`src/wsfd_pkg.sv`:
```
// Shared types and constants for the frame deframer.
`default_nettype none
package wsfd_pkg;

    // Result kinds
    localparam logic [1:0] KIND_PAYLOAD = 2'd0;
    localparam logic [1:0] KIND_EMPTY   = 2'd1;
    localparam logic [1:0] KIND_LEN_ERR = 2'd2;

    // Frame-end actions
    localparam logic [1:0] ACT_NONE        = 2'd0;
    localparam logic [1:0] ACT_PONG        = 2'd1;
    localparam logic [1:0] ACT_CLOSE_REPLY = 2'd2;
    localparam logic [1:0] ACT_CLOSE_LINK  = 2'd3;

    // Link status
    localparam logic [1:0] LINK_CONNECTED = 2'd0;
    localparam logic [1:0] LINK_CLOSING   = 2'd1;
    localparam logic [1:0] LINK_CLOSED    = 2'd2;

    // Opcodes
    localparam logic [3:0] OP_CLOSE    = 4'h8;
    localparam logic [3:0] OP_PING     = 4'h9;
    localparam logic [3:0] OP_DATA_MIN = 4'h1;
    localparam logic [3:0] OP_DATA_MAX = 4'h7;

    // Length codes
    localparam logic [6:0] LEN_CODE_16 = 7'd126;
    localparam logic [6:0] LEN_CODE_64 = 7'd127;

    localparam logic [15:0] CLOSE_CODE_NORMAL_MAX = 16'd1001;

    typedef struct packed {
        logic [1:0]  kind;
        logic [7:0]  payload_byte;
        logic [3:0]  frame_opcode;
        logic [3:0]  data_opcode;
        logic        fin_flag;
        logic        frame_last;
        logic [1:0]  action;
        logic [15:0] close_code;
        logic        close_abnormal;
    } result_t;

endpackage
`default_nettype wire

```
`src/wsfd_in_stage.sv`:
```
// Input register stage: holds one received byte until the parser takes it.
`default_nettype none
module wsfd_in_stage
    import wsfd_pkg::*;
(
    input  wire logic       clk,
    input  wire logic       rst_n,
    input  wire logic       in_valid,
    output logic            in_ready,
    input  wire logic [7:0] rx_byte,
    input  wire logic       advance,
    output logic            s1_valid,
    output logic [7:0]      s1_byte
);

    logic       s1_valid_reg;
    logic [7:0] s1_byte_reg;

    assign in_ready = !s1_valid_reg || advance;
    assign s1_valid = s1_valid_reg;
    assign s1_byte  = s1_byte_reg;

    always_ff @(posedge clk or negedge rst_n)
    begin
        if (!rst_n)
        begin
            s1_valid_reg <= 1'b0;
        end
        else if (in_ready)
        begin
            s1_valid_reg <= in_valid;
        end
    end

    always_ff @(posedge clk)
    begin
        if (in_ready && in_valid)
        begin
            s1_byte_reg <= rx_byte;
        end
    end

endmodule
`default_nettype wire

```
`src/wsfd_parser.sv`:
```
// Frame parser: header/payload state and the per-byte result logic.
`default_nettype none
module wsfd_parser
    import wsfd_pkg::*;
#(
    parameter int LEN_BITS = 32
)
(
    input  wire logic       clk,
    input  wire logic       rst_n,
    input  wire logic       step,
    input  wire logic [7:0] b,
    output logic            res_valid,
    output result_t         res
);

    logic                in_payload_reg, in_payload_next;
    logic [3:0]          header_count_reg, header_count_next;
    logic                fin_reg, fin_next;
    logic [3:0]          cur_op_reg, cur_op_next;
    logic [3:0]          msg_op_reg, msg_op_next;
    logic                mask_on_reg, mask_on_next;
    logic [6:0]          len_code_reg, len_code_next;
    logic [31:0]         mask_key_reg, mask_key_next;
    logic [63:0]         payload_len_reg, payload_len_next;
    logic [LEN_BITS-1:0] payload_pos_reg, payload_pos_next;
    logic [15:0]         code_reg, code_next;
    logic [1:0]          link_reg, link_next;

    logic       produce;
    logic       do_end;
    logic       nonempty;
    logic [1:0] kind_c;
    logic [7:0] byte_c;
    logic       last_c;
    logic [1:0] action_c;
    logic [15:0] close_code_c;
    logic       abnormal_c;
    logic [7:0] key_byte;
    logic [7:0] ub;
    logic [4:0] total;

    function automatic logic [3:0] ext_bytes(input logic [6:0] lc);
        logic [3:0] n;
        n = 4'd0;
        if (lc == LEN_CODE_16)
        begin
            n = 4'd2;
        end
        else if (lc == LEN_CODE_64)
        begin
            n = 4'd8;
        end
        return n;
    endfunction

    always_comb
    begin
        in_payload_next   = in_payload_reg;
        header_count_next = header_count_reg;
        fin_next          = fin_reg;
        cur_op_next       = cur_op_reg;
        msg_op_next       = msg_op_reg;
        mask_on_next      = mask_on_reg;
        len_code_next     = len_code_reg;
        mask_key_next     = mask_key_reg;
        payload_len_next  = payload_len_reg;
        payload_pos_next  = payload_pos_reg;
        code_next         = code_reg;
        link_next         = link_reg;
        produce      = 1'b0;
        do_end       = 1'b0;
        nonempty     = 1'b0;
        kind_c       = KIND_PAYLOAD;
        byte_c       = 8'h00;
        last_c       = 1'b0;
        action_c     = ACT_NONE;
        close_code_c = 16'h0000;
        abnormal_c   = 1'b0;
        key_byte     = 8'h00;
        ub           = b;
        total        = 5'd0;

        if (in_payload_reg)
        begin
            case (payload_pos_reg[1:0])
                2'd0:    key_byte = mask_key_reg[31:24];
                2'd1:    key_byte = mask_key_reg[23:16];
                2'd2:    key_byte = mask_key_reg[15:8];
                default: key_byte = mask_key_reg[7:0];
            endcase
            ub = mask_on_reg ? (b ^ key_byte) : b;
            if (payload_pos_reg == '0)
            begin
                code_next = {ub, 8'h00};
            end
            else if (payload_pos_reg == LEN_BITS'(1))
            begin
                code_next = code_reg | {8'h00, ub};
            end
            payload_pos_next = payload_pos_reg + LEN_BITS'(1);
            produce  = 1'b1;
            byte_c   = ub;
            last_c   = (payload_pos_next == payload_len_reg[LEN_BITS-1:0]);
            do_end   = last_c;
            nonempty = 1'b1;
        end
        else
        begin
            if (header_count_reg == 4'd0)
            begin
                fin_next         = b[7];
                cur_op_next      = b[3:0];
                mask_on_next     = 1'b0;
                len_code_next    = 7'd0;
                mask_key_next    = 32'd0;
                payload_len_next = 64'd0;
            end
            else if (header_count_reg == 4'd1)
            begin
                mask_on_next  = b[7];
                len_code_next = b[6:0];
                if (b[6:0] < LEN_CODE_16)
                begin
                    payload_len_next = {57'd0, b[6:0]};
                end
            end
            else if ({1'b0, header_count_reg} < (5'd2 + {1'b0, ext_bytes(len_code_reg)}))
            begin
                payload_len_next = {payload_len_reg[55:0], b};
            end
            else
            begin
                mask_key_next = {mask_key_reg[23:0], b};
            end
            header_count_next = header_count_reg + 4'd1;
            total = 5'd2 + {1'b0, ext_bytes(len_code_next)} + (mask_on_next ? 5'd4 : 5'd0);

            if ({1'b0, header_count_next} >= total)
            begin
                payload_pos_next = '0;
                code_next        = 16'h0000;
                if (cur_op_next inside {[OP_DATA_MIN:OP_DATA_MAX]})
                begin
                    msg_op_next = cur_op_next;
                end
                if (len_code_next == LEN_CODE_64 && (|payload_len_next[63:LEN_BITS]))
                begin
                    produce           = 1'b1;
                    kind_c            = KIND_LEN_ERR;
                    last_c            = 1'b1;
                    action_c          = ACT_CLOSE_LINK;
                    link_next         = LINK_CLOSED;
                    payload_len_next  = 64'd0;
                    header_count_next = 4'd0;
                end
                else if (payload_len_next == 64'd0)
                begin
                    produce = 1'b1;
                    kind_c  = KIND_EMPTY;
                    last_c  = 1'b1;
                    do_end  = 1'b1;
                end
                else
                begin
                    in_payload_next = 1'b1;
                end
            end
        end

        // Frame end: control-frame follow-up, then back to header parsing
        if (do_end)
        begin
            if (cur_op_next == OP_PING)
            begin
                action_c = ACT_PONG;
            end
            else if (cur_op_next == OP_CLOSE)
            begin
                close_code_c = code_next;
                abnormal_c   = nonempty && (code_next > CLOSE_CODE_NORMAL_MAX);
                if (link_reg == LINK_CLOSING)
                begin
                    link_next = LINK_CLOSED;
                    action_c  = ACT_CLOSE_LINK;
                end
                else
                begin
                    link_next = LINK_CLOSING;
                    action_c  = ACT_CLOSE_REPLY;
                end
            end
            in_payload_next   = 1'b0;
            header_count_next = 4'd0;
        end
    end

    assign res_valid = step && produce;

    always_comb
    begin
        res.kind           = kind_c;
        res.payload_byte   = byte_c;
        res.frame_opcode   = cur_op_next;
        res.data_opcode    = msg_op_next;
        res.fin_flag       = fin_next;
        res.frame_last     = last_c;
        res.action         = action_c;
        res.close_code     = close_code_c;
        res.close_abnormal = abnormal_c;
    end

    always_ff @(posedge clk or negedge rst_n)
    begin
        if (!rst_n)
        begin
            in_payload_reg   <= 1'b0;
            header_count_reg <= 4'd0;
            fin_reg          <= 1'b0;
            cur_op_reg       <= 4'd0;
            msg_op_reg       <= 4'd0;
            mask_on_reg      <= 1'b0;
            len_code_reg     <= 7'd0;
            mask_key_reg     <= 32'd0;
            payload_len_reg  <= 64'd0;
            payload_pos_reg  <= '0;
            code_reg         <= 16'd0;
            link_reg         <= LINK_CONNECTED;
        end
        else if (step)
        begin
            in_payload_reg   <= in_payload_next;
            header_count_reg <= header_count_next;
            fin_reg          <= fin_next;
            cur_op_reg       <= cur_op_next;
            msg_op_reg       <= msg_op_next;
            mask_on_reg      <= mask_on_next;
            len_code_reg     <= len_code_next;
            mask_key_reg     <= mask_key_next;
            payload_len_reg  <= payload_len_next;
            payload_pos_reg  <= payload_pos_next;
            code_reg         <= code_next;
            link_reg         <= link_next;
        end
    end

    // While in payload the stored length is nonzero and fits in LEN_BITS bits
    a_payload_len_fits: assert property (@(posedge clk) disable iff (!rst_n)
        in_payload_reg |-> (payload_len_reg[63:LEN_BITS] == '0 && payload_len_reg != 64'd0))
        else $error("payload length out of range while in payload");

    // A header never runs past fourteen bytes
    a_header_bound: assert property (@(posedge clk) disable iff (!rst_n)
        !in_payload_reg |-> header_count_reg <= 4'd13)
        else $error("header byte count overran");

    // A header byte that yields a result always ends the frame
    a_header_result_ends: assert property (@(posedge clk) disable iff (!rst_n)
        (res_valid && !in_payload_reg) |-> res.frame_last)
        else $error("header result without frame end");

endmodule
`default_nettype wire

```
`src/websocket_frame_deframer.sv`:
```
// Top level of the byte-serial frame deframer with its result register.
//
// Takes one received link byte per transaction and parses frame headers
// (FIN/opcode, mask bit and 7-bit length code, 16- or 64-bit extended length,
// 4-byte mask key). Header bytes give no result, except the byte that ends
// the header of an empty frame (kind 1) or of a frame whose 64-bit length
// has bits set at or above LEN_BITS (kind 2, action close link). Each payload
// byte comes out unmasked (kind 0), with frame_last on the final byte; on
// that result and on an empty frame's result, action asks for a pong after
// a ping, or for a close reply / link close after a close frame, which also
// reports its close code. While results are read the block sustains one
// byte per clock: a byte waits in the input register while its state update
// and result are formed, and the result enters the output register as the
// byte leaves. While a result waits unread, the input register holds its
// byte whether or not it makes a result; one more byte is still taken while
// that register is empty; in_ready then stays low until the result is read.
`default_nettype none
module websocket_frame_deframer
    import wsfd_pkg::*;
#(
    parameter int LEN_BITS = 32
)
(
    input  wire logic        clk,
    input  wire logic        rst_n,
    input  wire logic        in_valid,
    output logic             in_ready,
    input  wire logic [7:0]  rx_byte,
    output logic             out_valid,
    input  wire logic        out_ready,
    output logic [1:0]       kind,
    output logic [7:0]       payload_byte,
    output logic [3:0]       frame_opcode,
    output logic [3:0]       data_opcode,
    output logic             fin_flag,
    output logic             frame_last,
    output logic [1:0]       action,
    output logic [15:0]      close_code,
    output logic             close_abnormal
);

    logic       s1_valid;
    logic [7:0] s1_byte;
    logic       advance;
    logic       res_valid;
    result_t    res;

    logic       out_valid_reg;
    result_t    out_reg;

    // Advance the held byte whenever the result register is free or draining
    assign advance = s1_valid && (!out_valid_reg || out_ready);

    wsfd_in_stage u_in_stage (
        .clk      (clk),
        .rst_n    (rst_n),
        .in_valid (in_valid),
        .in_ready (in_ready),
        .rx_byte  (rx_byte),
        .advance  (advance),
        .s1_valid (s1_valid),
        .s1_byte  (s1_byte)
    );

    wsfd_parser #(
        .LEN_BITS (LEN_BITS)
    ) u_parser (
        .clk       (clk),
        .rst_n     (rst_n),
        .step      (advance),
        .b         (s1_byte),
        .res_valid (res_valid),
        .res       (res)
    );

    // Result register: load on a producing byte, drop on a taken transaction
    always_ff @(posedge clk or negedge rst_n)
    begin
        if (!rst_n)
        begin
            out_valid_reg <= 1'b0;
        end
        else if (!out_valid_reg || out_ready)
        begin
            out_valid_reg <= res_valid;
        end
    end

    always_ff @(posedge clk)
    begin
        if (res_valid)
        begin
            out_reg <= res;
        end
    end

    assign out_valid      = out_valid_reg;
    assign kind           = out_reg.kind;
    assign payload_byte   = out_reg.payload_byte;
    assign frame_opcode   = out_reg.frame_opcode;
    assign data_opcode    = out_reg.data_opcode;
    assign fin_flag       = out_reg.fin_flag;
    assign frame_last     = out_reg.frame_last;
    assign action         = out_reg.action;
    assign close_code     = out_reg.close_code;
    assign close_abnormal = out_reg.close_abnormal;

    // A length error always ends the frame and closes the link
    a_len_err_closes: assert property (@(posedge clk) disable iff (!rst_n)
        (out_valid && kind == KIND_LEN_ERR) |-> (frame_last && action == ACT_CLOSE_LINK))
        else $error("length error without link close");

    // Only payload results carry a data byte
    a_byte_only_payload: assert property (@(posedge clk) disable iff (!rst_n)
        (out_valid && kind != KIND_PAYLOAD) |-> payload_byte == 8'h00)
        else $error("data byte on a non-payload result");

    // Follow-up actions and close reports appear only at frame end
    a_action_at_end: assert property (@(posedge clk) disable iff (!rst_n)
        (out_valid && !frame_last) |->
            (action == ACT_NONE && close_code == 16'h0000 && !close_abnormal))
        else $error("frame-end fields set mid-frame");

endmodule
`default_nettype wire

```
`config.mk`:
```
export PLATFORM = sky130hd
export DESIGN_NAME = websocket_frame_deframer
export DESIGN_NICKNAME = d
export VERILOG_FILES = /design/src/wsfd_pkg.sv /design/src/wsfd_in_stage.sv /design/src/wsfd_parser.sv /design/src/websocket_frame_deframer.sv
export SDC_FILE = /design/constraint.sdc
export NUM_CORES = 1
export LEC_CHECK = 0
export ABC_CLOCK_PERIOD_IN_PS = 4300
export BUFFER_PORTS_ARGS = -buffer_cell sky130_fd_sc_hd__buf_2
export CAP_MARGIN = 20
export CELL_PAD_IN_SITES_DETAIL_PLACEMENT = 1
export CELL_PAD_IN_SITES_GLOBAL_PLACEMENT = 1
export CORE_MARGIN = 3
export CORE_UTILIZATION = 43
export CTS_BUF_LIST = sky130_fd_sc_hd__clkbuf_16
export DETAILED_ROUTE_END_ITERATION = 8
export PLACE_DENSITY_LB_ADDON = 0.25
export SLEW_MARGIN = 30
export SYNTH_ARGS = -nofsm -noshare
export SYNTH_HDL_FRONTEND = slang
export SYNTH_SLANG_ARGS = --single-unit
```
`constraint.sdc`:
```
create_clock -name clk -period 4.3 [get_ports clk]
set_input_delay 0.215 -clock clk [delete_from_list [all_inputs] [get_ports clk]]
set_output_delay 0.215 -clock clk [all_outputs]
set_load 0.01 [all_outputs]
```
==> flow_metrics.py <==
metrics = {
    "synthesis": {
        "synth_top_area_share_pct": 35.7,
        "ys_ff_latch": 217,
        "netlist_top_cells_count": "nand2_1, dfrtp_1, o21ai_0",
        "avgSynthCellArea_um2": 9.56,
        "synth_area_mm2": 0.0119,
        "yosysTopAreaCell": "dfrtp_1",
        "ys.flop_type": "dfrtp_1",
        "syn_nets": 1270,
        "yosysSeqAreaShare_pct": 47.5,
        "synthTopCellsByArea": "dfrtp_1, edfxtp_1, nand2_1",
        "synthCells": 1246,
        "synth_enable_flop_cells": 47,
        "ys_warn_count": 0,
        "synth.distinct_cells": 83,
        "synth.most_common_cell": "nand2_1",
        "synth_async_sr_flop_share_pct": 78.3,
    },
    "floorplan": {
        "dieArea_mm2": 0.0297,
        "fp.dieW_um": 172,
        "rows": 60,
        "chipHeight_um": 172,
        "fp.coreArea_mm2": 0.0271,
        "ioPinCount": 53,
        "start_util_pct": 44.0,
    },
    "clocking": {
        "numCtsBuffers": 25,
        "htree_num_levels": 1,
        "worst_skew_pair.late_latency_ns": 0.52,
        "tritoncts": "done",
        "clockBufferDepth": 3,
        "cts-root-buf": "clkbuf_16",
        "clk_pin_slew_ns": 0.06,
        "post_cts_buffers": 0,
        "cts.sinks": 217,
    },
    "global_route": {
        "grt_max_degree": 102,
        "grt_usage_pct": 25.0,
        "grt_overflow": 0,
        "grt_pass1_vias": 10435,
        "grt_first_pass_wirelength_um": 59400,
        "antenna_found_initial": 0,
    },
    "power_and_ir_drop": {
        "p_seq_share_pct": 40.3,
        "p_switching_uw": 2830,
        "p_leak_uw": 0.00573,
        "p_int_uw": 4660,
        "power_switching_share_pct": 37.8,
        "p_comb_share_pct": 33.6,
        "clockPowerShare_pct": 26.1,
        "vdd_drop_max_mv": 0.321,
        "total_power_uw": 7490,
        "powerDensity_mw_per_mm2": 556,
    },
    "route": {
        "drc": 0,
        "routed_wl_um": 36900,
        "vias_per_cell": 6.01,
        "final_antenna_net_count": 0,
        "drtIter0Drc": 863,
        "route.detailed.wl_per_inst_um": 22.0,
        "drtPass1Iterations": 5,
        "vias": 10099,
    },
    "run_status": {
        "status": "complete, no violations",
    },
    "sta": {
        "max_slew_margin_pct": 39.7,
        "setup_viol": 0,
        "skew_ns": 0.0112,
        "final-max-slew-violation-count": 0,
        "tightest_slew_ns": 0.902,
        "setup_ws_ns": 0.242,
        "fmax_ghz": 0.246,
        "rsz0062_at_grt": "false",
        "final.period_utilization_pct": 94.4,
        "tns_ns": 0,
        "hold_viol_final": 0,
        "finalCriticalPeriod_ns": 4.06,
    },
    "layout": {
        "largest_reg_flops": 64,
        "drive_above_1_share_pct": 13.4,
        "antenna_cells": 0,
        "fill_cells": 3075,
        "utilization_pct": 49.7,
        "syn2layout_area_growth_pct": 13.0,
        "fin_nets": 1315,
    },
    "worst_hold_path": {
        "hold_class": "in -> reg",
    },
    "critical_path": {
        "cp_data_required_time_ns": 4.51,
        "critPathLaunchType": "register",
        "cp.arrival_ns": 4.26,
        "endpoint_kind": "register",
        "path_class": "reg -> reg",
        "cp_max_fo": 39,
    },
    "place": {
        "portBuffers": 52,
        "routabilityCongestion": 0.861,
        "dp_slack_ns": 0.168,
        "dpl.hpwl_um": 25500,
    },
    "job": {
        "drv_cap": 0,
    },
}
## worst paths after layout
check,startpoint,to,slack [ns],cells after the start
worst max-delay path,u_parser.len_code_reg[2]$_DFFE_PN0P_,payload_byte[5]$_SDFFCE_PN0P_,0.24,14
worst min-delay path,out_ready,u_in_stage.s1_valid$_DFFE_PN0N_,0.02,3
worst max register to register,u_parser.len_code_reg[2]$_DFFE_PN0P_,payload_byte[5]$_SDFFCE_PN0P_,0.24,14
worst min register to register,u_parser.msg_op_reg[3]$_DFFE_PN0P_,u_parser.msg_op_reg[3]$_DFFE_PN0P_,0.49,1
max in group asynchronous,rst_n,u_parser.fin_reg$_DFFE_PN0P_,2.95,3
min in group asynchronous,rst_n,u_parser.payload_pos_reg[14]$_DFFE_PN0P_,0.34,2
## metal layers
metal | up-vias | global-route usage, % | share of wire (%) | routed length (um)
met3 | 70 | 3.38 | 4.5 | 1650
met5 | - | 0 | 0 | 0
met1 | 5109 | 35.5 | 46 | 17100
li1 | 4651 | - | - | -
met4 | 0 | 6.94 | 2.9 | 1070
met2 | 269 | 40.5 | 46 | 17100
## power by group through the flow
| stage | Sequential, uW | Combinational [uW] | Clock (uW) |
|---|---|---|---|
| after floorplan | 2850 | 1790 | 0 |
| after global routing | 3070 | 2820 | 2090 |
| after detailed placement | 3040 | 2470 | 0 |
| after global placement | 3010 | 2400 | 0 |
| final | 3020 | 2510 | 1960 |
| after CTS | 3000 | 2500 | 2000 |
## cells in the final DEF, fill, tap and decap left out, drive strengths merged, types with 35 or more instances in the layout
cell	Yosys	final
nand2	186	186
dfrtp	170	170
o21ai	122	122
buf	40	97
nor2	86	86
a22o	57	57
a21oi	51	51
edfxtp	47	47
nor3	38	38
xnor2	35	35
## kinds of logic after synthesis
| group | after synthesis | synth area share, % |
|---|---|---|
| compound gates | 334 | 19.2 |
| xor+xnor | 55 | 4.04 |
| buf+inv | 110 | 4.23 |
| mux | 24 | 2.13 |
| fa+ha+maj | 12 | 1.26 |
| simple gates | 494 | 21.6 |
| flops | 217 | 47.5 |
## layout make-up
class | instances | area [um2] | area share [%]
inverters | 21 | 78.8 | 0.585
clock buffers | 25 | 626 | 4.64
flip-flops and latches | 217 | 5670 | 42.1
multi-input cells | 919 | 5780 | 42.9
repair buffers | 107 | 746 | 5.54
well taps | 372 | 465 | 3.45
clock inverters | 19 | 113 | 0.836
## stage by stage
stage	hold slack [ns]	cell area, um2	std cells
2_1_floorplan	-0.0806	11900	1246
3_3_place_gp	0.392	12600	1626
3_5_place_dp	0.339	12600	1626
4_1_cts	0.0132	13500	1680
5_1_grt	0.0549	13500	1680
6_report	0.0242	13500	1680
## critical path: stages (launching register included)
cell	delay, ns
dfrtp_1	0.40
nand4_4	0.18
or3_1	0.38
ha_1	0.32
o21ai_1	0.09
and2_1	0.25
nor3_1	0.53
a2111oi_0	0.14
a2111oi_0	0.33
nand4_1	0.31
nor2_1	0.16
a31oi_1	0.08
a21o_1	0.22
inv_1	0.09
buf_12	0.23
## what timing repair did
| action | in CTS | in global routing |
|---|---|---|
| gates resized for setup | 0 | 2 |
| endpoints found under the setup margin | 0 | 1 |
| hold buffers | 10 | 0 |
| endpoints found under the hold margin | 108 | 0 |
Note: power is estimated with default switching activity, not from simulation.
